<file path="src/rtl/bmp_pkg.sv">
// shared constants, codes and types for the bone matrix palette
package bmp_pkg;

  localparam int MAX_BONES = 64;
  localparam int BONE_W    = $clog2(MAX_BONES);
  localparam int ELEM_AW   = BONE_W + 4;
  localparam int ELEMS     = MAX_BONES * 16;
  localparam int FRAC_BITS = 16;
  localparam int VAL_W     = 32;
  localparam int PROD_W    = 2 * VAL_W;
  localparam int ACC_W     = PROD_W + 2;
  localparam int PAR_W     = 7;
  localparam int CNT_W     = 7;

  typedef enum logic [2:0] {
    REQ_WR_LOCAL  = 3'd0,
    REQ_WR_OFFSET = 3'd1,
    REQ_SET_PAR   = 3'd2,
    REQ_COMPUTE   = 3'd3,
    REQ_READ      = 3'd4
  } req_t;

  typedef enum logic [1:0] {
    ST_READ = 2'd0,
    ST_DONE = 2'd1,
    ST_FAIL = 2'd2
  } status_t;

  typedef enum logic [2:0] {
    S_IDLE,
    S_PAR,
    S_CHK,
    S_MUL,
    S_WAIT,
    S_RD
  } state_t;

  // tag that travels with each operand pair through the mac
  typedef struct packed {
    logic       vld;
    logic       first;
    logic       last;
    logic [3:0] elem;
  } mac_tag_t;

endpackage

</file>
<file path="src/rtl/bmp_mac.sv">
// shared multiply-accumulate unit with floor shift and saturation
module bmp_mac (
  input  logic                               clk,
  input  logic                               rst_n,
  input  bmp_pkg::mac_tag_t                  tag,
  input  logic signed [bmp_pkg::VAL_W-1:0]   op_a,
  input  logic signed [bmp_pkg::VAL_W-1:0]   op_b,
  output logic                               busy,
  output logic                               res_vld,
  output logic [3:0]                         res_elem,
  output logic signed [bmp_pkg::VAL_W-1:0]   res_value
);

  localparam logic signed [bmp_pkg::ACC_W-1:0] SMAX =
    {{(bmp_pkg::ACC_W-bmp_pkg::VAL_W+1){1'b0}}, {(bmp_pkg::VAL_W-1){1'b1}}};
  localparam logic signed [bmp_pkg::ACC_W-1:0] SMIN =
    {{(bmp_pkg::ACC_W-bmp_pkg::VAL_W+1){1'b1}}, {(bmp_pkg::VAL_W-1){1'b0}}};

  bmp_pkg::mac_tag_t                   p_tag_r;
  logic signed [bmp_pkg::PROD_W-1:0]   prod_r;
  logic signed [bmp_pkg::ACC_W-1:0]    acc_r;
  logic signed [bmp_pkg::ACC_W-1:0]    acc_nxt;
  logic signed [bmp_pkg::ACC_W-1:0]    prod_ext;
  logic signed [bmp_pkg::ACC_W-1:0]    shifted;
  logic                                res_vld_r;
  logic [3:0]                          res_elem_r;

  always_ff @(posedge clk) begin
    if (!rst_n) begin
      p_tag_r   <= '0;
      res_vld_r <= 1'b0;
    end else begin
      p_tag_r   <= tag;
      res_vld_r <= p_tag_r.vld && p_tag_r.last;
    end
  end

  assign prod_ext = bmp_pkg::ACC_W'(prod_r);
  assign acc_nxt  = p_tag_r.first ? prod_ext : acc_r + prod_ext;

  always_ff @(posedge clk) begin
    prod_r <= op_a * op_b;
    if (p_tag_r.vld) begin
      acc_r <= acc_nxt;
    end
    res_elem_r <= p_tag_r.elem;
  end

  // the exact sum is shifted down once; products are not floored one by one
  assign shifted = acc_r >>> bmp_pkg::FRAC_BITS;

  always_comb begin
    if (shifted > SMAX) begin
      res_value = SMAX[bmp_pkg::VAL_W-1:0];
    end else if (shifted < SMIN) begin
      res_value = SMIN[bmp_pkg::VAL_W-1:0];
    end else begin
      res_value = shifted[bmp_pkg::VAL_W-1:0];
    end
  end

  assign res_vld  = res_vld_r;
  assign res_elem = res_elem_r;
  assign busy     = p_tag_r.vld || res_vld_r;

endmodule

</file>
<file path="config.mk">
export PLATFORM = sky130hd
export DESIGN_NAME = bmp_mac
export DESIGN_NICKNAME = d
export VERILOG_FILES = /design/src/rtl/bmp_pkg.sv /design/src/rtl/bmp_mac.sv
export SDC_FILE = /design/constraint.sdc
export NUM_CORES = 2
export LEC_CHECK = 0
export BUFFER_PORTS_ARGS = -buffer_cell sky130_fd_sc_hd__buf_2
export CORE_ASPECT_RATIO = 1.5
export CORE_MARGIN = 3
export CORE_UTILIZATION = 50
export CTS_CLUSTER_SIZE = 14
export DETAILED_ROUTE_END_ITERATION = 6
export PLACE_DENSITY = 0.66
export SLEW_MARGIN = 0
export SYNTH_ARGS = -nofsm -noshare
export SYNTH_HDL_FRONTEND = slang
export SYNTH_SLANG_ARGS = --single-unit
</file>
<file path="constraint.sdc">
create_clock -name clk -period 11.1 [get_ports clk]
set_input_delay 1.11 -clock clk [delete_from_list [all_inputs] [get_ports clk]]
set_output_delay 1.11 -clock clk [all_outputs]
set_load 0.005 [all_outputs]
</file>
==> flow_summary.json <==
{
  "path_max_fanout": 32,
  "synthesis.nets": 6204,
  "worst_ep_required_time_ns": 11.43,
  "clk-insertion-delay-late_ns": 0.45,
  "critical-path-max-stage-delay_ns": 0.92,
  "detailedRoute.firstPassIterationCount": 7,
  "timing.final.crit_period_ns": 9.01,
  "cts-htree-levels": 4,
  "clock.fmax_mhz": 111,
  "outcome": "complete, no violations",
  "ys_async_sr_fraction_pct": 0,
  "grt_first_pass_wirelength_um": 198000,
  "fp.coreArea_sq_mm": 0.0880,
  "dr.first_iter.drc_count": 1721,
  "reg2reg_from": "acc_r[26]$_DFFE_PP_",
  "post_place_worst_slack_ns": 1.71,
  "yosysSeqAreaShare_pct": 7.87,
  "antenna_found_initial": 6,
  "rsz0062_at_grt": "false",
  "grt_start_max_net_pins": 71,
  "cp-start-kind": "primary input",
  "syn-mean-instance-area_sq_um": 9.28,
  "ioPinCount": 111,
  "whs_endpoint": "res_elem[1]$_DFF_P_",
  "vias_per_cell": 5.55,
  "first_global_vias": 36600,
  "chip_height_um": 372,
  "holdBufCountCts": 0,
  "detail_route.wirelength_um": 123000,
  "finalWorstSetupSlack_ns": 2.09,
  "n_fill_cell": 8222,
  "drv.max_cap_violation_count": 0,
  "cts-root-buf": "sky130_fd_sc_hd__clkbuf_16",
  "synth.top_cells.by_area": "sky130_fd_sc_hd__fa_1, sky130_fd_sc_hd__inv_1, sky130_fd_sc_hd__and2_1",
  "postCtsSetupRepairBufs": 0,
  "reg2reg_slack_ns": 7.17,
  "clock_path_buffers": 2,
  "setup_total_negative_slack_ns": 0,
  "fin_crit_sh_pct": 81.2,
  "via_count": 32500,
  "maxSlewHeadroom_pct": 36.3,
  "fin_util_pct": 52.7,
  "yosysMostFrequentCell": "sky130_fd_sc_hd__fa_1",
  "worst_path_most_repeated_cell": "sky130_fd_sc_hd__fa_1",
  "fp-row-count": 133,
  "hold_path_class": "flop to flop",
  "finalSetupViolations": 0,
  "grtUsageTotal_pct": 27.8,
  "netlist_cell_types": 78,
  "area_delta_synth_final_pct": 4.07,
  "cts-resized-gates": 0,
  "timing.critical_path.slowest_stage_cell": "sky130_fd_sc_hd__fa_1",
  "clock_sinks": 142,
  "holdPathStages": 0,
  "hpwlAfterDp_um": 99200,
  "wire_per_inst_um": 20.9,
  "timing.final.max_slew_violations": 0,
  "reg2reg_to": "acc_r[61]$_DFFE_PP_",
  "clock_skew_ns": 0.0127,
  "layout.cell_area.non_filler_sq_mm": 0.0464,
  "dominant_register_cell_in_the_synthesized_netlist": "sky130_fd_sc_hd__dfxtp_1",
  "dieArea_sq_mm": 0.0928,
  "cp_num_buf_inv": 8,
  "tightest_slew_ns": 0.956,
  "post_synth_edffs": 66,
  "finalHoldViolCount": 0,
  "critPathKind": "primary input to flop",
  "netlist.top_cell.by_area": "sky130_fd_sc_hd__fa_1",
  "placement.io_buffers": 110,
  "critical-path-top-delay-family": "adder cells",
  "drcViolationCount": 0,
  "detailed_place.area_sq_mm": 0.0457,
  "crit_cells": 28,
  "synth.top_cell.area_share_pct": 48.7,
  "hp-start": "p_tag_r[1]$_SDFF_PN0_",
  "synth-warning-count": 0,
  "tritoncts": "done",
  "clk_pin_slew_ns": 0.07,
  "synth_common_cells": "sky130_fd_sc_hd__fa_1, sky130_fd_sc_hd__inv_1, sky130_fd_sc_hd__nand2_1",
  "post_drt_antenna_nets": 0,
  "design.final.nets": 6101,
  "fraction_of_final_layout_cells_sized_beyond_drive_strength_1_pct": 4.06,
  "globalRoute.totalOverflow": 0,
  "die_width_um": 250,
  "post_synth_inst_count": 4799,
  "mappedNetlistArea_sq_mm": 0.0445,
  "kind_of_end_point_of_the_critical_path": "flop",
  "data_arrival_time_of_the_critical_path_ns": 9.34,
  "synth.ff_latch_count": 142,
  "tritoncts.num_buffers": 17,
  "reg2regPathDepth": 11,
  "initial_utilization_pct": 50.6,
  "place.gp.congestion": 0.912
}
## stage by stage
stage	std cells	hold slack, ns
3_3_place_gp	5824	0.311
4_1_cts	5856	0.329
6_report	5864	0.327
2_1_floorplan	4799	0.310
5_1_grt	5860	0.340
3_5_place_dp	5824	0.314
## cells in the final DEF, fill, tap and decap left out, types with 23 or more instances in the layout
cell / count
sky130_fd_sc_hd__dfxtp_1: 74
sky130_fd_sc_hd__and2_1: 540
sky130_fd_sc_hd__edfxtp_1: 66
sky130_fd_sc_hd__nor2_1: 95
sky130_fd_sc_hd__ha_1: 249
sky130_fd_sc_hd__nand3_1: 23
sky130_fd_sc_hd__fa_1: 1083
sky130_fd_sc_hd__buf_2: 110
sky130_fd_sc_hd__nand4_1: 31
sky130_fd_sc_hd__a21o_1: 86
sky130_fd_sc_hd__xor2_1: 44
sky130_fd_sc_hd__inv_1: 986
sky130_fd_sc_hd__a21oi_1: 132
sky130_fd_sc_hd__nand2_1: 678
sky130_fd_sc_hd__o21ai_1: 29
sky130_fd_sc_hd__xnor2_1: 81
sky130_fd_sc_hd__o21ai_0: 95
## cell type report
class,count,area [sq um],area share [%]
tap,1147,1440,3.10
antenna,8,20.0,0.0432
timing repair buffer,129,693,1.50
clock buffer,21,526,1.13
sequential,142,3510,7.57
inverter,987,3700,7.99
clock inverter,11,86.3,0.186
multi-input combinational,3419,36400,78.5
## how the worst max path moves through the flow
stage                   from                 end  slack [ns]
CTS                  op_b[6]  prod_r[61]$_DFF_P_        2.13
detailed placement   op_b[6]  prod_r[61]$_DFF_P_        1.71
floorplan           op_a[31]  prod_r[61]$_DFF_P_        2.62
global route        op_a[31]  prod_r[61]$_DFF_P_        1.50
global placement     op_b[6]  prod_r[61]$_DFF_P_        1.77
finish               op_b[6]  prod_r[61]$_DFF_P_        2.09
## cells by family after synthesis
family | count (synthesis) | synth area share [%]
AND/OR/NAND/NOR | 1466 | 16.3
flip-flops | 142 | 7.87
adder cells (fa/ha/maj) | 1332 | 55.7
buffers and inverters | 1238 | 10.5
AO/OA/AOI/OAI | 492 | 7.14
XOR/XNOR | 125 | 2.46
multiplexers | 4 | 0.0955
## state kept, by name, indices dropped and copies added (netlist names)
signal    count
prod_r       64
p_tag_r       7
res_vld       1
res_elem      4
acc_r        66
## layer usage
layer,part of all wire (%),global-route usage (%),vias up
met3,3.5,2.26,408
met5,0,0,-
met1,32,27.8,17000
met4,9.0,19.8,0
met2,55,53.6,958
li1,-,-,14200
Power is left out: the tool's default activity adds up to more than one toggle a clock period on the data nets, which glitch-free logic cannot reach.
